## src/rtl/tdc_pkg.sv

```systemverilog
// ----------------------------------------------------------------------------
// tdc_pkg: shared types and constants of the telegram deframer/classifier
// Telegram record passed from the deframing front to the result back end,
// answer class codes and the object/error lookup functions.
// ----------------------------------------------------------------------------
package tdc_pkg;

    // Framing constants
    localparam int unsigned LEN_BASE      = 6;    // added to the length nibble
    localparam int unsigned PAYLOAD_COUNT = 6;    // bytes 3..8 are kept
    localparam int unsigned PAYLOAD_FIRST = 3;    // offset of the first kept byte
    localparam int unsigned OBJECT_POS    = 2;    // offset of the object byte
    localparam int unsigned QUEUE_DEPTH_DEF = 2;  // default decoupling queue depth

    // Object codes with a class of their own
    localparam logic [7:0] OBJ_ACTUAL = 8'd71;
    localparam logic [7:0] OBJ_COMM   = 8'd77;
    localparam logic [7:0] OBJ_DEVERR = 8'd255;

    // Answer classes
    typedef enum logic [2:0] {
        CLS_TEXT      = 3'd0,
        CLS_NOMINAL   = 3'd1,
        CLS_WORD      = 3'd2,
        CLS_ACTUAL    = 3'd3,
        CLS_UNHANDLED = 3'd4,
        CLS_COMM_ERR  = 3'd5,
        CLS_DEV_ERR   = 3'd6,
        CLS_UNKNOWN   = 3'd7
    } answer_class_t;

    // One completed telegram
    typedef struct packed {
        logic [7:0]                          object_code;
        logic [4:0]                          length;
        logic [PAYLOAD_COUNT-1:0][7:0]       payload;   // payload[0] is byte 3
    } telegram_t;

    // Object dispatch table
    function automatic answer_class_t class_of(input logic [7:0] obj);
        answer_class_t cls;
        priority if (obj == 8'd0 || obj == 8'd1 || (obj >= 8'd6 && obj <= 8'd13))
            cls = CLS_TEXT;
        else if (obj >= 8'd2 && obj <= 8'd4)
            cls = CLS_NOMINAL;
        else if (obj == 8'd19 || obj == 8'd50 || obj == 8'd51 || obj == 8'd52 ||
                 obj == 8'd70 || obj == 8'd72)
            cls = CLS_WORD;
        else if (obj == OBJ_ACTUAL)
            cls = CLS_ACTUAL;
        else if ((obj >= 8'd22 && obj <= 8'd31) || obj == 8'd37 || obj == 8'd38 ||
                 obj == 8'd54 || (obj >= 8'd190 && obj <= 8'd194))
            cls = CLS_UNHANDLED;
        else if (obj == OBJ_COMM)
            cls = CLS_COMM_ERR;
        else if (obj == OBJ_DEVERR)
            cls = CLS_DEV_ERR;
        else
            cls = CLS_UNKNOWN;
        return cls;
    endfunction

    // Listed device error codes
    function automatic logic error_known(input logic [7:0] code);
        logic known;
        known = (code >= 8'h01 && code <= 8'h0A) ||
                code == 8'h0C || code == 8'h0F ||
                (code >= 8'h10 && code <= 8'h14) ||
                (code >= 8'h20 && code <= 8'h22) ||
                (code >= 8'h30 && code <= 8'h33) ||
                code == 8'h36 || code == 8'h38;
        return known;
    endfunction

endpackage

```

## src/rtl/telegram_deframer_classifier.sv

```systemverilog
// ----------------------------------------------------------------------------
// telegram_deframer_classifier: answer telegram deframer and classifier
// Cuts a received byte stream into telegrams and reports each one decoded.
// ----------------------------------------------------------------------------
// Usage:
//   Input channel in_valid/in_ready/rx_byte moves one received byte per beat.
//   A telegram's length is the low nibble of its first byte plus 6 (6..21).
//   Output channel out_valid/out_ready moves one result per completed
//   telegram: object byte, answer class, words from bytes 3..8, raw 32-bit
//   word, device error code and whether it is a listed one, and the length.
//   Bytes missing from a short telegram read as zero; checksum is not checked.
// Timing:
//   One byte is taken every cycle while the queue has room. The result of a
//   telegram is pushed into the queue when its last byte is accepted and
//   then loaded into the output register.
// Reset: the byte counter and the queue are emptied; the next byte starts
//   a new telegram. No output is valid after reset.
// Stall: a stalled receiver holds the output register; telegrams pile up in
//   the queue (QUEUE_DEPTH records), and only when it is full is in_ready
//   dropped.
// ----------------------------------------------------------------------------
module telegram_deframer_classifier #(
    parameter int unsigned QUEUE_DEPTH = tdc_pkg::QUEUE_DEPTH_DEF
) (
    input  logic        clk,
    input  logic        rst_n,
    input  logic        in_valid,
    output logic        in_ready,
    input  logic [7:0]  rx_byte,
    output logic        out_valid,
    input  logic        out_ready,
    output logic [7:0]  object_code,
    output logic [2:0]  answer_class,
    output logic [15:0] word_a,
    output logic [15:0] word_b,
    output logic [15:0] word_c,
    output logic [31:0] nominal_raw,
    output logic [7:0]  device_error_code,
    output logic        error_code_known,
    output logic [4:0]  telegram_length
);

    logic               push_valid, push_ready;
    logic               pop_valid, pop_ready;
    tdc_pkg::telegram_t push_data, pop_data;

    // Deframer
    tdc_front u_front (
        .clk        (clk),
        .rst_n      (rst_n),
        .in_valid   (in_valid),
        .in_ready   (in_ready),
        .rx_byte    (rx_byte),
        .push_valid (push_valid),
        .push_ready (push_ready),
        .push_data  (push_data)
    );

    // Decoupling queue
    tdc_queue #(
        .DEPTH (QUEUE_DEPTH)
    ) u_queue (
        .clk        (clk),
        .rst_n      (rst_n),
        .push_valid (push_valid),
        .push_ready (push_ready),
        .push_data  (push_data),
        .pop_valid  (pop_valid),
        .pop_ready  (pop_ready),
        .pop_data   (pop_data)
    );

    // Classifier and output register
    tdc_back u_back (
        .clk               (clk),
        .rst_n             (rst_n),
        .pop_valid         (pop_valid),
        .pop_ready         (pop_ready),
        .pop_data          (pop_data),
        .out_valid         (out_valid),
        .out_ready         (out_ready),
        .object_code       (object_code),
        .answer_class      (answer_class),
        .word_a            (word_a),
        .word_b            (word_b),
        .word_c            (word_c),
        .nominal_raw       (nominal_raw),
        .device_error_code (device_error_code),
        .error_code_known  (error_code_known),
        .telegram_length   (telegram_length)
    );

endmodule

```

## src/rtl/tdc_front.sv

```systemverilog
// ----------------------------------------------------------------------------
// tdc_front: byte deframer
// Counts bytes of the answer stream, keeps the object byte and bytes 3..8,
// and pushes one telegram record when the last byte of a frame arrives.
// ----------------------------------------------------------------------------
module tdc_front (
    input  logic                clk,
    input  logic                rst_n,
    input  logic                in_valid,
    output logic                in_ready,
    input  logic [7:0]          rx_byte,
    output logic                push_valid,
    input  logic                push_ready,
    output tdc_pkg::telegram_t  push_data
);

    localparam int unsigned NB = tdc_pkg::PAYLOAD_COUNT;

    logic [4:0]         pos_reg, pos_next;
    logic [4:0]         exp_len_reg, exp_len_next;
    logic [7:0]         obj_reg, obj_next;
    logic [NB-1:0][7:0] payload_reg, payload_next;
    logic [4:0]         pos_inc;
    logic               accept;
    logic               done;

    // Stall bytes only while the queue cannot take a record
    assign in_ready = push_ready;
    assign accept   = in_valid & in_ready;
    assign pos_inc  = pos_reg + 5'd1;

    // Next frame state for an accepted byte
    always_comb
    begin
        pos_next     = pos_reg;
        exp_len_next = exp_len_reg;
        obj_next     = obj_reg;
        payload_next = payload_reg;
        done         = 1'b0;
        if (pos_reg == 5'd0)
        begin
            exp_len_next = 5'(rx_byte[3:0]) + 5'(tdc_pkg::LEN_BASE);
            payload_next = '0;
            pos_next     = 5'd1;
        end
        else
        begin
            if (pos_reg == 5'(tdc_pkg::OBJECT_POS))
                obj_next = rx_byte;
            for (int i = 0; i < NB; i++)
            begin
                if (pos_reg == 5'(tdc_pkg::PAYLOAD_FIRST + i))
                    payload_next[i] = rx_byte;
            end
            if (pos_inc < exp_len_reg)
                pos_next = pos_inc;
            else
            begin
                pos_next = 5'd0;
                done     = 1'b1;
            end
        end
    end

    // Record of the frame that the current byte completes
    assign push_valid            = accept & done;
    assign push_data.object_code = obj_next;
    assign push_data.length      = exp_len_reg;
    assign push_data.payload     = payload_next;

    // Control state
    always_ff @(posedge clk or negedge rst_n)
    begin
        if (!rst_n)
        begin
            pos_reg     <= 5'd0;
            exp_len_reg <= 5'd0;
        end
        else if (accept)
        begin
            pos_reg     <= pos_next;
            exp_len_reg <= exp_len_next;
        end
    end

    // Frame contents
    always_ff @(posedge clk)
    begin
        if (accept)
        begin
            obj_reg     <= obj_next;
            payload_reg <= payload_next;
        end
    end

endmodule

```

## src/rtl/tdc_queue.sv

```systemverilog
// ----------------------------------------------------------------------------
// tdc_queue: short telegram queue
// Register-based FIFO that decouples the deframer from the result stage.
// ----------------------------------------------------------------------------
module tdc_queue #(
    parameter int unsigned DEPTH = tdc_pkg::QUEUE_DEPTH_DEF
) (
    input  logic                clk,
    input  logic                rst_n,
    input  logic                push_valid,
    output logic                push_ready,
    input  tdc_pkg::telegram_t  push_data,
    output logic                pop_valid,
    input  logic                pop_ready,
    output tdc_pkg::telegram_t  pop_data
);

    localparam int unsigned PW = (DEPTH > 1) ? $clog2(DEPTH) : 1;
    localparam int unsigned CW = $clog2(DEPTH + 1);

    tdc_pkg::telegram_t mem [DEPTH];
    logic [PW-1:0] wr_ptr_reg, rd_ptr_reg;
    logic [CW-1:0] count_reg;
    logic          do_push, do_pop;

    assign push_ready = (count_reg != CW'(DEPTH));
    assign pop_valid  = (count_reg != '0);
    assign do_push    = push_valid & push_ready;
    assign do_pop     = pop_valid & pop_ready;
    assign pop_data   = mem[rd_ptr_reg];

    function automatic logic [PW-1:0] wrap_inc(input logic [PW-1:0] p);
        return (p == PW'(DEPTH - 1)) ? '0 : p + PW'(1);
    endfunction

    // Pointers and fill count
    always_ff @(posedge clk or negedge rst_n)
    begin
        if (!rst_n)
        begin
            wr_ptr_reg <= '0;
            rd_ptr_reg <= '0;
            count_reg  <= '0;
        end
        else
        begin
            if (do_push)
                wr_ptr_reg <= wrap_inc(wr_ptr_reg);
            if (do_pop)
                rd_ptr_reg <= wrap_inc(rd_ptr_reg);
            if (do_push && !do_pop)
                count_reg <= count_reg + CW'(1);
            else if (do_pop && !do_push)
                count_reg <= count_reg - CW'(1);
        end
    end

    // Storage
    always_ff @(posedge clk)
    begin
        if (do_push)
            mem[wr_ptr_reg] <= push_data;
    end

endmodule

```

## src/rtl/tdc_back.sv

```systemverilog
// ----------------------------------------------------------------------------
// tdc_back: result stage
// Classifies a queued telegram, forms the word fields and holds the result
// in an output register until the receiver takes the beat.
// ----------------------------------------------------------------------------
module tdc_back (
    input  logic                clk,
    input  logic                rst_n,
    input  logic                pop_valid,
    output logic                pop_ready,
    input  tdc_pkg::telegram_t  pop_data,
    output logic                out_valid,
    input  logic                out_ready,
    output logic [7:0]          object_code,
    output logic [2:0]          answer_class,
    output logic [15:0]         word_a,
    output logic [15:0]         word_b,
    output logic [15:0]         word_c,
    output logic [31:0]         nominal_raw,
    output logic [7:0]          device_error_code,
    output logic                error_code_known,
    output logic [4:0]          telegram_length
);

    logic        valid_reg;
    logic [7:0]  obj_reg;
    logic [2:0]  cls_reg;
    logic [15:0] wa_reg, wb_reg, wc_reg;
    logic [7:0]  ec_reg;
    logic        ek_reg;
    logic [4:0]  len_reg;
    logic        load;
    logic        is_dev_err;

    assign pop_ready  = !valid_reg || out_ready;
    assign load       = pop_valid & pop_ready;
    assign is_dev_err = (pop_data.object_code == tdc_pkg::OBJ_DEVERR);

    // Output valid
    always_ff @(posedge clk or negedge rst_n)
    begin
        if (!rst_n)
            valid_reg <= 1'b0;
        else if (pop_ready)
            valid_reg <= pop_valid;
    end

    // Result fields
    always_ff @(posedge clk)
    begin
        if (load)
        begin
            obj_reg <= pop_data.object_code;
            cls_reg <= tdc_pkg::class_of(pop_data.object_code);
            wa_reg  <= {pop_data.payload[0], pop_data.payload[1]};
            wb_reg  <= {pop_data.payload[2], pop_data.payload[3]};
            wc_reg  <= {pop_data.payload[4], pop_data.payload[5]};
            ec_reg  <= is_dev_err ? pop_data.payload[0] : 8'd0;
            ek_reg  <= is_dev_err & tdc_pkg::error_known(pop_data.payload[0]);
            len_reg <= pop_data.length;
        end
    end

    assign out_valid         = valid_reg;
    assign object_code       = obj_reg;
    assign answer_class      = cls_reg;
    assign word_a            = wa_reg;
    assign word_b            = wb_reg;
    assign word_c            = wc_reg;
    assign nominal_raw       = {wa_reg, wb_reg};
    assign device_error_code = ec_reg;
    assign error_code_known  = ek_reg;
    assign telegram_length   = len_reg;

endmodule

```

## config.mk

```make
export PLATFORM = sky130hd
export DESIGN_NAME = telegram_deframer_classifier
export DESIGN_NICKNAME = d
export VERILOG_FILES = /design/src/rtl/tdc_pkg.sv /design/src/rtl/telegram_deframer_classifier.sv /design/src/rtl/tdc_front.sv /design/src/rtl/tdc_queue.sv /design/src/rtl/tdc_back.sv
export SDC_FILE = /design/constraint.sdc
export NUM_CORES = 1
export LEC_CHECK = 0
export BUFFER_PORTS_ARGS = -buffer_cell sky130_fd_sc_hd__buf_2
export CAP_MARGIN = 20
export CORE_AREA = 4 4 144 132
export CTS_BUF_LIST = sky130_fd_sc_hd__clkbuf_16
export CTS_CLUSTER_DIAMETER = 100
export DETAILED_ROUTE_END_ITERATION = 7
export DIE_AREA = 0 0 148 136
export GPL_ROUTABILITY_DRIVEN = 0
export MAX_ROUTING_LAYER = met4
export PLACE_DENSITY = 0.84
export SKIP_LAST_GASP = 1
export SYNTH_ARGS = -nofsm -noshare
export SYNTH_HDL_FRONTEND = slang
export SYNTH_SLANG_ARGS = --single-unit
```

## constraint.sdc

```tcl
create_clock -name clk -period 14.1 [get_ports clk]
set_input_delay 0 -clock clk [delete_from_list [all_inputs] [get_ports clk]]
set_output_delay 0 -clock clk [all_outputs]
set_load 0.03 [all_outputs]
```

# Word-level counts from Yosys, hierarchy flattened
# Memory sizes are Yosys's and may differ from the RTL's.
# Index checks and enable logic that the tools add are counted.
[totals]
reg_bits = 144
ram_bits = 122
input_bits = 12
out_inout_bits = 107
wordCells = 141
memories = 1
[memory_table]
columns = ["name", "depth", "width", "read_ports", "rd_ports_with_merged_regs", "wr", "line", "source"]
rows = [
  ["u_queue.mem", 2, 61, 1, 0, 1, "tdc_queue.sv:21", "tdc_pkg::telegram_t mem [DEPTH];"],
]
[classes]
addsub = 6
n_lt_le_gt_ge = 17
n_eq_ne = 25
n_mux = 25
n_bitwise = 5
n_reduce_logical = 39
[op_table]
columns = ["cell", "n"]
rows = [
  ["equality test 8 x 6 -> 1 bit, second input constant", 8],
  ["two-way mux 8 bit", 8],
  ["two-way mux 48 bit", 1],
  ["equality test 8 x 7 -> 1 bit, second input constant", 4],
  ["equality test 5 x 3 -> 1 bit, second input constant", 4],
  ["logical OR 1 bit", 19],
  ["equality test 8 x 4 -> 1 bit, second input constant", 2],
  ["greater-or-equal comparator 8 x 5 -> 1 bit, second input constant", 2],
  ["greater-or-equal comparator 8 x 6 -> 1 bit, second input constant", 2],
  ["less-or-equal comparator 8 x 4 -> 1 bit, second input constant", 2],
  ["less-or-equal comparator 8 x 5 -> 1 bit, second input constant", 2],
  ["less-or-equal comparator 8 x 6 -> 1 bit, second input constant", 2],
  ["equality test 5 x 2 -> 1 bit, second input constant", 2],
  ["logical AND 1 bit", 10],
  ["two-way mux 5 bit", 2],
  ["equality test 8 x 1 -> 1 bit, second input constant", 1],
  ["equality test 8 x 5 -> 1 bit, second input constant", 1],
  ["equality test 8 bit, second input constant", 1],
  ["greater-or-equal comparator 8 x 1 -> 1 bit, second input constant", 1],
  ["greater-or-equal comparator 8 x 2 -> 1 bit, second input constant", 1],
  ["greater-or-equal comparator 8 x 3 -> 1 bit, second input constant", 1],
  ["greater-or-equal comparator 8 bit, second input constant", 1],
  ["less-or-equal comparator 8 x 3 -> 1 bit, second input constant", 1],
  ["less-or-equal comparator 8 bit, second input constant", 1],
  ["other kinds (19)", 38],
]

# Logic depth before layout (Yosys ltp)
# Gate-level depths: netlist of run 1.
# An unclocked memory read counts as a cell.
[logic_depth]
ltp_word = 11
depth_mapped = 12
mapped_depth_nobuf = 12

# Modules after synthesis
# Synthesis of run 1 repeated with hierarchy kept, for this count alone.
[unflattened]
hier_cells = 686
hier_area_um2 = 11070.6
[modules_own_cells]
columns = ["mod", "instances", "cells_per_inst", "area_each_um2", "seq_area_each_um2"]
rows = [
  ["tdc_queue", 1, 208, 4897.2, 3763.6],
  ["tdc_front", 1, 295, 3173.0, 1931.9],
  ["tdc_back", 1, 183, 3000.4, 2217.1],
]

# Worst setup path after synthesis of run 1
# No wires, ideal clock.
[synth_path]
kind = "register to register"
startpoint = "reg u_front.pos_reg[3]"
endpoint = "mem u_queue.mem[0][0] (netlist bit) (enable)"
setup_ns = 0.480
arrival_ns = 4.368
required_ns = 13.620
setup_slack_ns = 9.252
path_stages_with_launch = 9
n_path_buf = 2
period_less_slack_ns = 4.848
cell_sequence = "dfrtp_1 -> clkbuf_1 -> clkbuf_1 -> xnor2_1 -> ha_1 -> o211ai_1 -> a21boi_0 -> o21ai_2 -> nor2_1"
[synth_between]
elab_chain_len = 8
elab_cells_between_ends = 9
classes_between = "1 x add/sub; 1 x order compare; 4 x mux; 2 x bitwise; 1 x reduce/logical"
[synth_lines]
columns = ["element", "line", "source"]
rows = [
  ["start: declaration", "tdc_front.sv:19", "logic [4:0] pos_reg, pos_next;"],
  ["start signal: assignment", "tdc_front.sv:81", "pos_reg <= pos_next;"],
  ["adder 5 x 1 -> 5 bit", "tdc_front.sv:30", "assign pos_inc = pos_reg + 5'd1;"],
  ["less-than comparator 5 bit", "tdc_front.sv:55", "if (pos_inc < exp_len_reg)"],
  ["two-way mux 1 bit", "tdc_front.sv:55", ""],
  ["two-way mux 1 bit *", "tdc_front.sv:40", "if (pos_reg == 5'd0)"],
  ["bitwise AND 1 bit *", "tdc_front.sv:66", "assign push_valid = accept & done;"],
  ["bitwise AND 1 bit *", "tdc_queue.sv:28", "assign do_push = push_valid & push_ready;"],
  ["two-way mux 1 bit *", "tdc_queue.sv:61", "if (do_push)"],
  ["two-way mux 1 bit (implied by the code) *", "tdc_queue.sv:62", "mem[wr_ptr_reg] <= push_data;"],
  ["end: declaration", "tdc_queue.sv:21", ""],
]
# Every way passes the cells marked *; elsewhere a longest branch is shown, timed or not.

# Worst setup path after layout of run 1
[layout_path]
startpoint = "reg u_front.pos_reg[0]"
endpoint = "mem u_queue.mem[1][49] (netlist bit) (enable)"
# The elaborated chain is that of the path after synthesis.

==> results.json, run 1 <==
{
  "status": "complete, no violations",
  "final_hold_viol_count": 0,
  "yosys_warnings": 0,
  "globalRouteOverflowTotal": 0,
  "internal-power_uw": 1990,
  "insertion_delay_ns": 0.53,
  "drt-pass1-iter-count": 6,
  "grt_max_degree": 79,
  "rsz0062_at_grt": "no",
  "seqCellArea_sq_um": 7920,
  "grt_antenna_before_repair": 0,
  "dieArea_sq_um": 20100,
  "detail_route.wl_per_cell_microns": 19.3,
  "worst_pin_slew_ns": 1.04,
  "crit_chain": "inv_1 -> ha_1 -> or3b_1 -> nor2_4 -> nor2_1 -> o21ai_2 -> nor2_4 -> buf_4",
  "n_fill_cell": 1122,
  "fin_skew_ns": 0.0184,
  "grt_first_pass_wirelength_mm": 32.2,
  "netSwitchingFraction": 0.367,
  "area_growth_pct": 14.2,
  "path_class": "reg2reg",
  "drcViolationCount": 0,
  "grt_pass1_vias": 5999,
  "fin_crit_ns": 3.79,
  "synth_top_area_cell": "edfxtp_1",
  "postSynthCellCount": 701,
  "clockRootBuffer": "clkbuf_16",
  "clk_pin_slew_ns": 0.06,
  "fin_setup_tns_ns": 0,
  "die_w_microns": 148,
  "ys_types": 60,
  "hold-path-endpoint": "u_front.exp_len_reg[2]$_DFFE_PN0P_",
  "min_path_cells": 4,
  "start_util": 0.618,
  "crit_cells": 8,
  "yosys-top-cells-area": "edfxtp_1 (70%), mux2_2 (5.6%), nand2_1 (3.5%)",
  "grt_usage": 0.208,
  "p_per_area_nw_per_um2": 255,
  "vias": 6061,
  "worstPathArrival_ns": 3.94,
  "ios": 119,
  "dpl.hpwl_mm": 12.6,
  "worst-path-buf-inv": 2,
  "syn-num-nets": 723,
  "totalWireLength_mm": 20.5,
  "finalSetupViolations": 0,
  "cts_sinks": 266,
  "drive_above_1_share": 0.283,
  "cp_top_family": "simple AND/OR/NAND/NOR gates",
  "viasPerCell": 5.71,
  "period_share": 0.269,
  "r2r_slack_ns": 10.31,
  "crit_path_frequent_cell": "nor2_4",
  "n_antenna_cell": 0,
  "p_sw_uw": 1160,
  "peakVddDrop_mv": 0.146,
  "leakagePower_uw": 0.00457,
  "die-height_microns": 136,
  "fin_nets": 825,
  "hold_path.class": "in2reg",
  "synth-seq-cells": 266,
  "combPwrFrac": 0.331,
  "worstPathMaxFanout": 48,
  "finalMaxSlewViolations": 0,
  "cts_resized": 0,
  "reg2reg_depth": 8,
  "clk_path_buf_depth": 3,
  "worst_ep_required_time_ns": 14.25,
  "multi_input_area_sq_um": 2420,
  "syn_area_sq_um": 10800,
  "max_cap_viol_count": 0,
  "relSlewSlack": 0.307,
  "drt_first_iter_violations": 469,
  "critPathSlowestCell": "buf_4",
  "clkPwrFrac": 0.219,
  "cts_made_buffers": 26,
  "end_kind": "register",
  "timing.rr.start": "u_front.pos_reg[0]$_DFFE_PN0P_",
  "largest_reg_flops": 122,
  "syn_avg_cell_area_sq_um": 15.4,
  "max_stage_delay_ns": 0.65,
  "post-cts-setup-buffer-count": 0,
  "fmax_ghz": 0.264,
  "setup_ws_ns": 10.31,
  "yosys.area.top_type_share": 0.697,
  "coreArea_sq_um": 17500,
  "timing.rr.end": "u_queue.mem[1][49]$_DFFE_PP_",
  "min_from": "rx_byte[2]",
  "row_count": 46,
  "dpl_worst_slack_ns": 10.39,
  "cts_max_level": 1,
  "cts_tree": "yes",
  "p_seq_frac": 0.450,
  "drt.antenna.violating_nets": 0,
  "portBuffers": 118,
  "startpoint_type": "register",
  "seq_area_frac_synth": 0.732
}
metal layers:
layer | global-route usage | part of all wire | wire (microns) | up-vias
met5 | - | 0 | 0 | -
met4 | 0.0441 | 0.018 | 374 | 0
met3 | 0.0360 | 0.073 | 1500 | 42
met2 | 0.358 | 0.51 | 10400 | 269
met1 | 0.265 | 0.40 | 8230 | 2994
li1 | - | - | - | 2756
placed cells by master (no fill, tap or decap), drive strengths merged, types with 2 or more instances in the layout:
cell	count
nor3	7
a21boi	2
o21ai	20
a311o	3
nand2	103
xor2	4
nand3b	3
nor2	32
a32o	4
mux2	55
mux2i	22
edfxtp	251
bufinv	4
nand3	7
and2	3
dfrtp	15
o211ai	2
ha	10
a311oi	4
xnor2	5
a21oi	38
clkbuf	26
nand2b	6
inv	30
clkinv	12
o32ai	2
dlygate4sd3	10
buf	122
worst max path at each step:
stage / startpoint / to / slack [ns]
2_1_floorplan: u_front.pos_reg[3]$_DFFE_PN0P_ / u_queue.mem[0][0]$_DFFE_PP_ / 9.25
3_3_place_gp: u_front.pos_reg[0]$_DFFE_PN0P_ / u_queue.mem[1][53]$_DFFE_PP_ / 10.63
3_5_place_dp: u_front.pos_reg[0]$_DFFE_PN0P_ / u_queue.mem[0][52]$_DFFE_PP_ / 10.39
4_1_cts: u_front.pos_reg[0]$_DFFE_PN0P_ / u_queue.mem[1][54]$_DFFE_PP_ / 10.35
5_1_grt: u_front.pos_reg[0]$_DFFE_PN0P_ / u_queue.mem[1][57]$_DFFE_PP_ / 10.03
6_report: u_front.pos_reg[0]$_DFFE_PN0P_ / u_queue.mem[1][49]$_DFFE_PP_ / 10.31
layout make-up:
cell class              instances  area share
inverters                      26     0.00851
clock buffers                  26      0.0527
clock inverters                21      0.0173
flip-flops and latches        266       0.641
multi-input cells             351       0.196
well taps                     240      0.0243
repair buffers                132      0.0594
power groups by stage:
stage	sequential (uW)	combinational (uW)	clock [uW]
after floorplan	1550	667	0
after global placement	1420	977	0
after detailed placement	1430	1030	0
after CTS	1420	1040	701
after global routing	1450	1120	737
final	1420	1040	689
cell usage after synthesis, drive strengths merged:
| master | number |
|---|---|
| nor2 | 32 |
| or3b | 1 |
| clkbuf | 12 |
| nand2 | 103 |
| o32ai | 2 |
| or4b | 1 |
| o22ai | 1 |
| a311oi | 4 |
| dfrtp | 15 |
| o311ai | 1 |
| and4bb | 1 |
| o31a | 1 |
| a41o | 1 |
| and3b | 1 |
| o32a | 1 |
| buf | 46 |
| xnor2 | 5 |
| ha | 10 |
| o211ai | 2 |
| mux2i | 22 |
| o22a | 1 |
| o21ai | 20 |
| and2 | 3 |
| a311o | 3 |
| nand3 | 7 |
| a21boi | 2 |
| a22o | 1 |
| xor2 | 4 |
| edfxtp | 251 |
| nand4 | 1 |
| o2111ai | 1 |
| nor4b | 1 |
| clkinv | 1 |
| nor3 | 7 |
| nor4 | 1 |
| nand3b | 3 |
| a221oi | 1 |
| and3 | 1 |
| a21oi | 38 |
| o2111a | 1 |
| mux2 | 55 |
| a2111oi | 1 |
| inv | 25 |
| nand2b | 6 |
| a32o | 4 |
per-stage QoR:
| stage | power, uW | util | hold slack [ns] | cells | instance area [sq um] |
|---|---|---|---|---|---|
| 3_5_place_dp | 2460 | 0.649 | -0.0752 | 1004 | 11400 |
| 3_3_place_gp | 2390 | 0.649 | -0.0849 | 1004 | 11400 |
| 4_1_cts | 3160 | 0.704 | 0.0117 | 1061 | 12300 |
| 5_1_grt | 3300 | 0.706 | 0.0392 | 1062 | 12300 |
| 6_report | 3150 | 0.706 | 0.0371 | 1062 | 12300 |
| 2_1_floorplan | 2220 | - | -0.296 | 701 | 10800 |
cells by family (layout without fill, tap and decap cells):
| group | count (synthesis) | after routing | share of synthesized area |
|---|---|---|---|
| flip-flops | 266 | 266 | 0.732 |
| AND/OR/NAND/NOR | 169 | 169 | 0.0719 |
| AO/OA/AOI/OAI | 86 | 86 | 0.0527 |
| buffers and inverters | 84 | 205 | 0.0454 |
| multiplexers | 77 | 77 | 0.0795 |
| adder cells (fa/ha/maj) | 10 | 10 | 0.0116 |
| XOR/XNOR | 9 | 9 | 0.00729 |
worst min-delay path, delay by kind of cell:
family                   cells  cell delay, ns
buffers and inverters        2            0.30
AO/OA/AOI/OAI                1            0.09
adder cells (fa/ha/maj)      1            0.13
repair_timing:
item,4_1_cts,5_1_grt
hold buffers,10,0
endpoints found under the hold margin,38,0
endpoints found under the setup margin,0,0
No activity file was read; power rests on OpenSTA's default activity.
==> inputs of run 2 (changes only) <==
CORE_AREA = 4 4 149 137   (was 4 4 144 132)
DIE_AREA = 0 0 153 141   (was 0 0 148 136)
PLACE_DENSITY = 0.79   (was 0.84)
clock period = 3.7 ns   (was 14.1 ns; I/O delays follow)
==> results.json, run 2 (synthesis gave the netlist of run 1 again) <==
{
  "die_w_microns": 153,
  "drcViolationCount": 0,
  "max_stage_delay_ns": 0.52,
  "hold_path.class": "in2reg",
  "dieArea_sq_um": 21600,
  "n_antenna_cell": 0,
  "vias": 5988,
  "ios": 119,
  "cts_max_level": 1,
  "fmax_ghz": 0.350,
  "worst_pin_slew_ns": 0.772,
  "clockRootBuffer": "clkbuf_16",
  "area_growth_pct": 14.8,
  "drt-pass1-iter-count": 4,
  "grt_antenna_before_repair": 0,
  "grt_max_degree": 51,
  "critPathSlowestCell": "or3b_1",
  "startpoint_type": "register",
  "clk_pin_slew_ns": 0.07,
  "dpl_worst_slack_ns": 0.887,
  "grt_first_pass_wirelength_mm": 32.3,
  "p_seq_frac": 0.441,
  "worst_ep_required_time_ns": 3.88,
  "fin_nets": 832,
  "finalMaxSlewViolations": 0,
  "row_count": 48,
  "drt_first_iter_violations": 382,
  "drt.antenna.violating_nets": 0,
  "totalWireLength_mm": 20.2,
  "n_fill_cell": 1287,
  "period_share": 0.773,
  "post-cts-setup-buffer-count": 0,
  "utilization": 0.658,
  "cts_sinks": 266,
  "grt_pass1_vias": 6095,
  "setup_ws_ns": 0.840,
  "worstPathArrival_ns": 3.04,
  "fin_skew_ns": 0.0156,
  "p_per_area_nw_per_um2": 969,
  "worstPathMaxFanout": 23,
  "peakVddDrop_mv": 0.702,
  "grt_usage": 0.193,
  "rsz0062_at_grt": "no",
  "status": "complete, no violations",
  "fin_crit_ns": 2.86,
  "leakagePower_uw": 0.00461,
  "clkPwrFrac": 0.219,
  "crit_chain": "inv_1 -> ha_1 -> or3b_1 -> nor2_4 -> nor2_1 -> o21ai_2 -> nor2_4 -> buf_4",
  "cts_made_buffers": 27,
  "viasPerCell": 5.56,
  "insertion_delay_ns": 0.52,
  "dpl.hpwl_mm": 13.0,
  "internal-power_uw": 7660,
  "die-height_microns": 141,
  "detail_route.wl_per_cell_microns": 18.7,
  "globalRouteOverflowTotal": 0,
  "start_util": 0.573,
  "combPwrFrac": 0.340,
  "crit_path_frequent_cell": "nor2_4",
  "largest_reg_flops": 122,
  "fin_setup_tns_ns": 0,
  "p_sw_uw": 4370,
  "final_hold_viol_count": 0,
  "max_cap_viol_count": 0,
  "path_class": "reg2reg",
  "end_kind": "register",
  "seqCellArea_sq_um": 7920,
  "drive_above_1_share": 0.295,
  "layout_common_cells": "edfxtp_1 (251), buf_2 (118), nand2_1 (102)",
  "cts_tree": "yes",
  "finalSetupViolations": 0,
  "coreArea_sq_um": 18900,
  "netSwitchingFraction": 0.363,
  "multi_input_area_sq_um": 2420,
  "clk_path_buf_depth": 3,
  "portBuffers": 118,
  "relSlewSlack": 0.484,
  "cts_resized": 0,
  "final_common_cell": "edfxtp_1"
}
run 2: metal layers:
metal	track usage	wire [microns]
met2	0.326	9950
met3	0.0399	1190
met1	0.240	8440
met5	-	0
met4	0.0567	578
run 2: layout make-up:
cell class / count / share of cell area
sequential: 266 / 0.638
clock buffer: 27 / 0.0545
inverter: 26 / 0.00847
clock inverter: 19 / 0.0159
timing repair buffer: 138 / 0.0625
tap: 250 / 0.0252
multi-input combinational: 351 / 0.195
run 2: timing repair:
item                       4_1_cts  5_1_grt
setup endpoints to repair        0        0
hold endpoints to repair        21        0
hold buffers                     9        0
run 2: metrics by stage:
stage	hold WS, ns	instances	power (uW)	instance area [sq um]
detailed placement	-0.0617	1021	9390	11400
floorplan	-0.296	701	8460	10800
finish	0.0211	1077	12000	12400
global route	0.0289	1077	12700	12400
global placement	-0.0648	1021	9160	11400
CTS	0.00152	1076	12100	12400
run 2: critical path, delay by kind of cell, from the launching register on:
kind                     cells  cell delay, ns
AO/OA/AOI/OAI                1            0.24
adder cells (fa/ha/maj)      1            0.26
buffers and inverters        2            0.44
flip-flops                   1            0.43
AND/OR/NAND/NOR              4            1.13
run 2: final timing paths:
| kind | cells after the start | end | slack (ns) | startpoint |
|---|---|---|---|---|
| max | 8 | u_queue.mem[1][6]$_DFFE_PP_ | 0.84 | u_front.pos_reg[0]$_DFFE_PN0P_ |
| min | 3 | u_front.payload_reg[38]$_DFFE_PP_ | 0.02 | rx_byte[6] |
| max reg2reg | 8 | u_queue.mem[1][6]$_DFFE_PP_ | 0.84 | u_front.pos_reg[0]$_DFFE_PN0P_ |
| min reg2reg | 2 | u_back.out_valid$_DFFE_PN0N_ | 0.51 | u_back.out_valid$_DFFE_PN0N_ |
| max in group asynchronous | 3 | u_queue.rd_ptr_reg$_DFFE_PN0P_ | 2.56 | rst_n |
| min in group asynchronous | 3 | u_front.exp_len_reg[3]$_DFFE_PN0P_ | 0.61 | rst_n |
run 2: power groups by stage:
stage	clock network, uW	registers [uW]	logic, uW
after floorplan	0	5910	2540
after global placement	0	5300	3870
after detailed placement	0	5350	4030
after CTS	2680	5320	4080
after global routing	2830	5410	4410
final	2640	5300	4080
